<file path="src/design/pfr_pkg.sv">
`timescale 1ns / 1ps
`default_nettype none

package pfr_pkg;

  // most length bytes a frame may carry
  localparam int unsigned LEN_GROUPS = 3;

  localparam int unsigned BYTE_W  = 8;
  localparam int unsigned LEN_W   = 21;
  localparam int unsigned GROUP_W = 7;

  localparam logic [BYTE_W-1:0]  START_BYTE = 8'hAA;
  localparam logic [BYTE_W-1:0]  STOP_BYTE  = 8'h55;
  localparam logic [BYTE_W-1:0]  CRC_POLY   = 8'h8C;
  localparam logic [BYTE_W-1:0]  GROUP_MASK = 8'h7F;
  localparam logic [BYTE_W-1:0]  MORE_BIT   = 8'h80;

  typedef enum logic [2:0] {
    ST_IDLE  = 3'd0,
    ST_BUSY  = 3'd1,
    ST_VALID = 3'd2,
    ST_CRC   = 3'd3,
    ST_STOP  = 3'd4,
    ST_LEN   = 3'd5
  } pfr_status_t;

  typedef enum logic [7:0] {
    PH_HUNT = 8'b0000_0001,
    PH_FROM = 8'b0000_0010,
    PH_TO   = 8'b0000_0100,
    PH_CMD  = 8'b0000_1000,
    PH_LEN  = 8'b0001_0000,
    PH_DATA = 8'b0010_0000,
    PH_CRC  = 8'b0100_0000,
    PH_STOP = 8'b1000_0000
  } pfr_phase_t;

  // one status request toward the result register
  typedef struct packed {
    pfr_status_t       status;
    logic [BYTE_W-1:0] from_addr;
    logic [BYTE_W-1:0] to_addr;
    logic [BYTE_W-1:0] command;
    logic [LEN_W-1:0]  payload_length;
    logic              data_valid;
    logic [BYTE_W-1:0] data_byte;
  } pfr_result_t;

endpackage

`default_nettype wire

</file>
<file path="src/design/pfr_crc8.sv">
`timescale 1ns / 1ps
`default_nettype none

// one byte of reflected crc-8, unrolled over the eight bits
module pfr_crc8 (
  input  wire logic [pfr_pkg::BYTE_W-1:0] crc_in,
  input  wire logic [pfr_pkg::BYTE_W-1:0] data_in,
  output logic      [pfr_pkg::BYTE_W-1:0] crc_out
);

  always_comb begin
    logic [pfr_pkg::BYTE_W-1:0] c;
    logic [pfr_pkg::BYTE_W-1:0] d;
    logic                       mix;
    c = crc_in;
    d = data_in;
    for (int i = 0; i < pfr_pkg::BYTE_W; i++) begin
      mix = c[0] ^ d[0];
      c   = c >> 1;
      if (mix) begin
        c = c ^ pfr_pkg::CRC_POLY;
      end
      d = d >> 1;
    end
    crc_out = c;
  end

endmodule

`default_nettype wire

</file>
<file path="src/design/pfr_parser.sv">
`timescale 1ns / 1ps
`default_nettype none

// frame state and the per-byte step
module pfr_parser (
  input  wire logic                        clk,
  input  wire logic                        rst_n,
  input  wire logic                        step_en,
  input  wire logic [pfr_pkg::BYTE_W-1:0]  rx_byte,
  output pfr_pkg::pfr_result_t             result
);

  pfr_pkg::pfr_phase_t             phase_r, phase_nxt;
  logic [pfr_pkg::BYTE_W-1:0]      crc_r, crc_nxt;
  logic [pfr_pkg::BYTE_W-1:0]      sender_r, sender_nxt;
  logic [pfr_pkg::BYTE_W-1:0]      receiver_r, receiver_nxt;
  logic [pfr_pkg::BYTE_W-1:0]      opcode_r, opcode_nxt;
  logic [pfr_pkg::LEN_W-1:0]       len_r, len_nxt;
  logic [pfr_pkg::LEN_W-1:0]       cnt_r, cnt_nxt;
  logic [pfr_pkg::BYTE_W-1:0]      crc_step;
  logic [pfr_pkg::LEN_W-1:0]       group;
  logic [pfr_pkg::LEN_W-1:0]       group_sh;
  logic [pfr_pkg::LEN_W-1:0]       cnt_inc;
  logic                            frame_end;
  pfr_pkg::pfr_status_t            status;
  logic                            dvalid;
  logic [pfr_pkg::BYTE_W-1:0]      dbyte;

  pfr_crc8 u_crc8 (
    .crc_in  (crc_r),
    .data_in (rx_byte),
    .crc_out (crc_step)
  );

  assign group   = pfr_pkg::LEN_W'(rx_byte & pfr_pkg::GROUP_MASK);
  assign cnt_inc = cnt_r + pfr_pkg::LEN_W'(1);

  // groups past the top of the length field are dropped
  always_comb begin
    case (cnt_r)
      pfr_pkg::LEN_W'(0): group_sh = group;
      pfr_pkg::LEN_W'(1): group_sh = group << pfr_pkg::GROUP_W;
      pfr_pkg::LEN_W'(2): group_sh = group << (2 * pfr_pkg::GROUP_W);
      default:            group_sh = '0;
    endcase
  end

  always_comb begin
    phase_nxt    = phase_r;
    crc_nxt      = crc_r;
    sender_nxt   = sender_r;
    receiver_nxt = receiver_r;
    opcode_nxt   = opcode_r;
    len_nxt      = len_r;
    cnt_nxt      = cnt_r;
    status       = pfr_pkg::ST_BUSY;
    dvalid       = 1'b0;
    dbyte        = '0;
    frame_end    = 1'b0;
    case (phase_r)
      pfr_pkg::PH_HUNT: begin
        if (rx_byte == pfr_pkg::START_BYTE) begin
          crc_nxt   = '0;
          cnt_nxt   = '0;
          phase_nxt = pfr_pkg::PH_FROM;
        end
      end
      pfr_pkg::PH_FROM: begin
        sender_nxt = rx_byte;
        crc_nxt    = crc_step;
        phase_nxt  = pfr_pkg::PH_TO;
      end
      pfr_pkg::PH_TO: begin
        receiver_nxt = rx_byte;
        crc_nxt      = crc_step;
        phase_nxt    = pfr_pkg::PH_CMD;
      end
      pfr_pkg::PH_CMD: begin
        opcode_nxt = rx_byte;
        crc_nxt    = crc_step;
        cnt_nxt    = '0;
        phase_nxt  = pfr_pkg::PH_LEN;
      end
      pfr_pkg::PH_LEN: begin
        if (cnt_r >= pfr_pkg::LEN_W'(pfr_pkg::LEN_GROUPS)) begin
          status    = pfr_pkg::ST_LEN;
          frame_end = 1'b1;
        end else begin
          len_nxt = len_r | group_sh;
          cnt_nxt = cnt_inc;
          crc_nxt = crc_step;
          if ((rx_byte & pfr_pkg::MORE_BIT) == '0) begin
            cnt_nxt   = '0;
            phase_nxt = (len_nxt == '0) ? pfr_pkg::PH_CRC : pfr_pkg::PH_DATA;
          end
        end
      end
      pfr_pkg::PH_DATA: begin
        dvalid  = 1'b1;
        dbyte   = rx_byte;
        crc_nxt = crc_step;
        if (cnt_inc == len_r) begin
          cnt_nxt   = '0;
          phase_nxt = pfr_pkg::PH_CRC;
        end else begin
          cnt_nxt = cnt_inc;
        end
      end
      pfr_pkg::PH_CRC: begin
        crc_nxt = crc_step;
        if (crc_step != '0) begin
          status    = pfr_pkg::ST_CRC;
          frame_end = 1'b1;
        end else begin
          phase_nxt = pfr_pkg::PH_STOP;
        end
      end
      pfr_pkg::PH_STOP: begin
        status    = (rx_byte == pfr_pkg::STOP_BYTE) ? pfr_pkg::ST_VALID : pfr_pkg::ST_STOP;
        frame_end = 1'b1;
      end
      default: begin
        phase_nxt = pfr_pkg::PH_HUNT;
      end
    endcase
    if (!frame_end && phase_nxt == pfr_pkg::PH_HUNT) begin
      status = pfr_pkg::ST_IDLE;
    end
  end

  // fields show the frame as it stands after this byte, before any clearing
  assign result.status         = status;
  assign result.from_addr      = sender_nxt;
  assign result.to_addr        = receiver_nxt;
  assign result.command        = opcode_nxt;
  assign result.payload_length = len_nxt;
  assign result.data_valid     = dvalid;
  assign result.data_byte      = dbyte;

  always_ff @(posedge clk) begin
    if (!rst_n || (step_en && frame_end)) begin
      phase_r    <= pfr_pkg::PH_HUNT;
      crc_r      <= '0;
      sender_r   <= '0;
      receiver_r <= '0;
      opcode_r   <= '0;
      len_r      <= '0;
      cnt_r      <= '0;
    end else if (step_en) begin
      phase_r    <= phase_nxt;
      crc_r      <= crc_nxt;
      sender_r   <= sender_nxt;
      receiver_r <= receiver_nxt;
      opcode_r   <= opcode_nxt;
      len_r      <= len_nxt;
      cnt_r      <= cnt_nxt;
    end
  end

endmodule

`default_nettype wire

</file>
<file path="src/design/packet_frame_receiver_crc8.sv">
`timescale 1ns / 1ps
`default_nettype none

// Byte-serial frame receiver. Each request on the in_ channel carries one raw
// byte from the link and yields exactly one request on the out_ channel, in
// order: a status (idle, in progress, frame valid, crc error, stop error,
// length error), the captured from/to/command bytes and decoded length of the
// current frame, and the byte itself flagged by out_data_valid when it is a
// payload byte. Frames open with 0xAA, carry a little-endian 7-bit-group
// length of at most pfr_pkg::LEN_GROUPS bytes, a crc-8 (reflected 0x8C, init
// 0) over from byte through crc byte that must leave zero, and close with
// 0x55. Payload is streamed, never buffered. One byte is taken per clock when
// the out_ side keeps up. A taken byte sits in the input register, and the
// frame step moves it into the result register once that register is free
// or being drained. The frame state update is the loop that sets this rate.
module packet_frame_receiver_crc8 (
  input  wire logic                        clk,
  input  wire logic                        rst_n,
  // received bytes
  input  wire logic                        in_valid,
  output logic                             in_stall,
  input  wire logic [7:0]                  in_rx_byte,
  // per-byte status
  output logic                             out_valid,
  input  wire logic                        out_stall,
  output logic [2:0]                       out_status,
  output logic [7:0]                       out_from_addr,
  output logic [7:0]                       out_to_addr,
  output logic [7:0]                       out_command,
  output logic [20:0]                      out_payload_length,
  output logic                             out_data_valid,
  output logic [7:0]                       out_data_byte
);

  // input register
  logic                           in_vld_r;
  logic [pfr_pkg::BYTE_W-1:0]     in_byte_r;
  // result register
  logic                           out_vld_r;
  pfr_pkg::pfr_result_t           out_res_r;
  pfr_pkg::pfr_result_t           step_res;

  logic in_take;
  logic advance;

  // a byte moves into the result register whenever that register is free
  // or being drained this cycle
  assign advance  = in_vld_r && (!out_vld_r || !out_stall);
  assign in_stall = in_vld_r && !advance;
  assign in_take  = in_valid && !in_stall;

  always_ff @(posedge clk) begin
    if (!rst_n) begin
      in_vld_r <= 1'b0;
    end else if (in_take) begin
      in_vld_r <= 1'b1;
    end else if (advance) begin
      in_vld_r <= 1'b0;
    end
  end

  always_ff @(posedge clk) begin
    if (in_take) begin
      in_byte_r <= in_rx_byte;
    end
  end

  // frame state machine, stepped once per byte leaving the input register
  pfr_parser u_parser (
    .clk     (clk),
    .rst_n   (rst_n),
    .step_en (advance),
    .rx_byte (in_byte_r),
    .result  (step_res)
  );

  always_ff @(posedge clk) begin
    if (!rst_n) begin
      out_vld_r <= 1'b0;
    end else if (advance) begin
      out_vld_r <= 1'b1;
    end else if (!out_stall) begin
      out_vld_r <= 1'b0;
    end
  end

  always_ff @(posedge clk) begin
    if (advance) begin
      out_res_r <= step_res;
    end
  end

  assign out_valid          = out_vld_r;
  assign out_status         = out_res_r.status;
  assign out_from_addr      = out_res_r.from_addr;
  assign out_to_addr        = out_res_r.to_addr;
  assign out_command        = out_res_r.command;
  assign out_payload_length = out_res_r.payload_length;
  assign out_data_valid     = out_res_r.data_valid;
  assign out_data_byte      = out_res_r.data_byte;

endmodule

`default_nettype wire

</file>
<file path="config.mk">
export PLATFORM = sky130hd
export DESIGN_NAME = packet_frame_receiver_crc8
export DESIGN_NICKNAME = d
export VERILOG_FILES = /design/src/design/pfr_pkg.sv /design/src/design/pfr_crc8.sv /design/src/design/pfr_parser.sv /design/src/design/packet_frame_receiver_crc8.sv
export SDC_FILE = /design/constraint.sdc
export NUM_CORES = 1
export LEC_CHECK = 0
export ABC_AREA = 1
export BUFFER_PORTS_ARGS = -buffer_cell sky130_fd_sc_hd__buf_2
export CORE_ASPECT_RATIO = 1.5
export CORE_MARGIN = 2
export CORE_UTILIZATION = 55
export DETAILED_ROUTE_END_ITERATION = 7
export HOLD_SLACK_MARGIN = 0.05
export PLACE_DENSITY = 0.75
export SLEW_MARGIN = 25
export SYNTH_ARGS = -nofsm -noshare
export SYNTH_HDL_FRONTEND = slang
export SYNTH_HIERARCHICAL = 1
export SYNTH_SLANG_ARGS = --single-unit
</file>
<file path="constraint.sdc">
create_clock -name clk -period 6.61 [get_ports clk]
set_clock_uncertainty 0.15 [all_clocks]
set_input_delay 0.3305 -clock clk [delete_from_list [all_inputs] [get_ports clk]]
set_output_delay 0.3305 -clock clk [all_outputs]
set_load 0.01 [all_outputs]
</file>
==> out/results.ini <==
[detailed_routing]
wirelength_um = 19940
wl_per_cell_um = 16.06
drcViolationCount = 0
drt-initial-drc-count = 519
dr.pass1.iters = 5
vias_per_cell = 5.559
drtAntennaViolNets = 0
num_vias = 6899

[synthesis]
synthFlopType = dfxtp_1
synth.mux.area_fraction_pct = 0
synth_cells = 992
synthArstFlopShare_pct = 0
synth_top_family_by_area = simple AND/OR/NAND/NOR gates
syn-num-nets = 1008
netlist.area_leader.share_pct = 25.50
synth_common_cells = 298 x nand2_1, 107 x inv_1, 84 x dfxtp_1
synth_top_area_cell = edfxtp_1
ys_ff_latch = 149
netlist_area_um2 = 7654
synth.avg_cell_area_um2 = 7.715
yosysMostFrequentCell = nand2_1
yosys.area_share.simple_pct = 32.89
ys_warn_count = 6
synthXorXnorAreaFrac_pct = 1.471
synth_edf_count = 65
ys_top_cells_by_area = edfxtp_1 26%, dfxtp_1 22%, nand2_1 15%
synth_compound_gate_area_share_pct = 9.498
synth.distinct_cells = 42
synth_fa_ha_area_share_pct = 0.6539
ys_seq_area_share_pct = 47.47

[worst_setup_path]
reg2reg_to = u_parser/phase_r[0]
worstRegToRegCells = 21
crit_path_max_fanout = 53
path_class = register to register
rrSetupSlack_ns = 3.08
arrival_ns = 3.69
r2r_start = in_byte_r[1]
end_kind = register
crit_path_start_kind = register
cp.required_ns = 6.77

[floorplanning]
start_util_pct = 56.56
num_rows = 52
die_x_um = 100.3
io_pins = 71
die_h_um = 148.5
dieArea_um2 = 14890
core_um2 = 13530

[global_route]
grt_pass1_vias = 6449
antenna_found_initial = 0
gr-total-overflow = 0
grt_max_degree = 64
grt_pass1_wl_um = 31370
grt.total_usage_pct = 27.09

[final_layout]
antenna_cells = 0
fin_area_um2 = 8792
drive_above_1_share_pct = 16.87
layout.cells.non_filler = 1241
syn_to_final_growth_pct = 14.88
fin_nets = 1082

[sta]
setup_tns_ns = 0
tightest_slew_ns = 0.8124
grt_setup_unrepaired = no
fmax_ghz = 0.2833
post-route-period-util_pct = 53.39
hold_ws_ns = 0.06396
relSlewSlack_pct = 45.44
hold_viol = 0
slew_viol_final = 0
setup_viol = 0
period_minus_slack_ns = 3.529

[placement]
port_buffers = 70
gp_congestion = 0.9082
dpl_cell_area_um2 = 8094
dp.cells = 1199
dp_hpwl_um = 13720

[worst_hold_path]
min_to = out_valid
min-delay-start = out_stall
worstHoldPathCells = 3
hp-class = primary input to register

[clock_tree]
cts_setup_buffers = 0
htree_levels = 4
cts_tree = built
post_cts_resized = 0
path_clk_slew_ns = 0.07
cts_sinks = 149
clk_latency_ns = 0.42
cts_buffers = 17
clockBufferDepth = 2
clockRootBuffer = clkbuf_16
holdBufCountCts = 10

[outcome]
status = finished clean

[pwr]
power.density_nw_per_um2 = 241.0
peakVddDrop_v = 0.0001796
cellLeakagePower_uw = 0.003603

[job]
drv_cap = 0

[per-layer routing]
metal  up-vias  part of all wire, %  GRT usage (%)
li1       3388                    -              -
met1      3211                   38          30.79
met2       227                   52          46.78
met3        73                  4.5          3.853
met4         0                  6.2          17.81
met5         -                    0              0
[area by class of cell]
cell class                 count  area (um2)
clock buffer                  17       425.4
clock inverter                15       167.7
fill                        1184        4741
inverter                     122       459.2
multi-input combinational    692        3423
sequential                   149        3633
tap                          162       202.7
timing repair buffer          84       480.5
[placed cells by master, fill, tap and decap left out, types with 3 or more instances in the layout]
master / synthesis / routed
dlygate4sd3_1: 0 / 10
or2_2: 12 / 12
a211oi_1: 9 / 9
nor3_1: 16 / 16
xnor2_1: 6 / 6
nand2_1: 298 / 298
inv_6: 0 / 5
a21oi_1: 79 / 78
nor4_1: 7 / 7
inv_1: 107 / 107
ha_1: 4 / 4
xor2_1: 5 / 5
o211ai_1: 6 / 6
nand2_2: 16 / 15
buf_4: 5 / 4
inv_2: 12 / 12
clkbuf_16: 0 / 17
nand4_1: 18 / 18
nor4_4: 3 / 3
nor2_1: 77 / 77
nor2_4: 6 / 6
nand2_4: 5 / 6
nand3_1: 66 / 66
buf_2: 9 / 70
clkinv_4: 0 / 3
dfxtp_1: 84 / 84
edfxtp_1: 65 / 65
o21ai_0: 36 / 36
nand3_2: 9 / 9
[worst max-delay path: stages, from the launching register on]
cell	delay, ns
edfxtp_1	0.52
inv_1	0.13
nand2_1	0.06
nand2_1	0.08
nand2_1	0.08
nand2_2	0.13
inv_2	0.06
nand2_4	0.06
nand2_1	0.07
nand2_2	0.08
nand2_2	0.06
nand2_1	0.05
nand2_1	0.07
nor4_1	0.46
nand2_1	0.11
nand2_1	0.13
nand3_1	0.09
nand2_1	0.11
nand2_4	0.34
buf_4	0.38
a21oi_1	0.14
nand2_1	0.06
[through the flow]
| step | setup slack, ns | total power, uW | utilization, % |
|---|---|---|---|
| floorplan | 1.899 | 1127 | - |
| global placement | 2.949 | 1170 | 59.81 |
| detailed placement | 2.751 | 1172 | 59.81 |
| CTS | 2.767 | 2129 | 64.93 |
| global route | 2.732 | 2185 | 64.97 |
| finish | 3.081 | 2119 | 64.97 |
[where the power goes]
part | switching (uW) | internal (uW) | total [uW] | leakage, uW
combinational | 113 | 46.7 | 160 | 0.00200
clock | 422 | 536 | 959 | 0.000289
sequential | 15.5 | 985 | 1000 | 0.00132
[worst max path at each step]
stage	from	to	slack (ns)	cells past startpoint
floorplan	in_vld_r	u_parser/cnt_r[10]	1.90	11
global placement	in_byte_r[3]	u_parser/phase_r[0]	2.95	18
detailed placement	in_byte_r[3]	u_parser/phase_r[0]	2.75	19
CTS	in_byte_r[1]	u_parser/phase_r[0]	2.77	21
global route	in_byte_r[4]	u_parser/sender_r[7]	2.73	20
finish	in_byte_r[1]	u_parser/phase_r[0]	3.08	21
[cell families after synthesis]
kind of cell             count (synthesis)
flip-flops                             149
AND/OR/NAND/NOR                        541
AO/OA/AOI/OAI                          135
buffers and inverters                  151
adder cells (fa/ha/maj)                  4
XOR/XNOR                                12
[state kept, by name (all words and copies together), names as in the netlist]
register and cells:
u_parser/phase_r 8, u_parser/crc_r 8, out_data_byte 8, u_parser/opcode_r 8
u_parser/len_r 21, u_parser/cnt_r 21, u_parser/sender_r 8, out_to_addr 8
in_vld_r 1, out_data_valid 1, out_valid 1, out_payload_length 21
u_parser/receiver_r 8, out_status 3, out_from_addr 8, in_byte_r 8
out_command 8
Note: power is estimated with default switching activity, not from simulation.
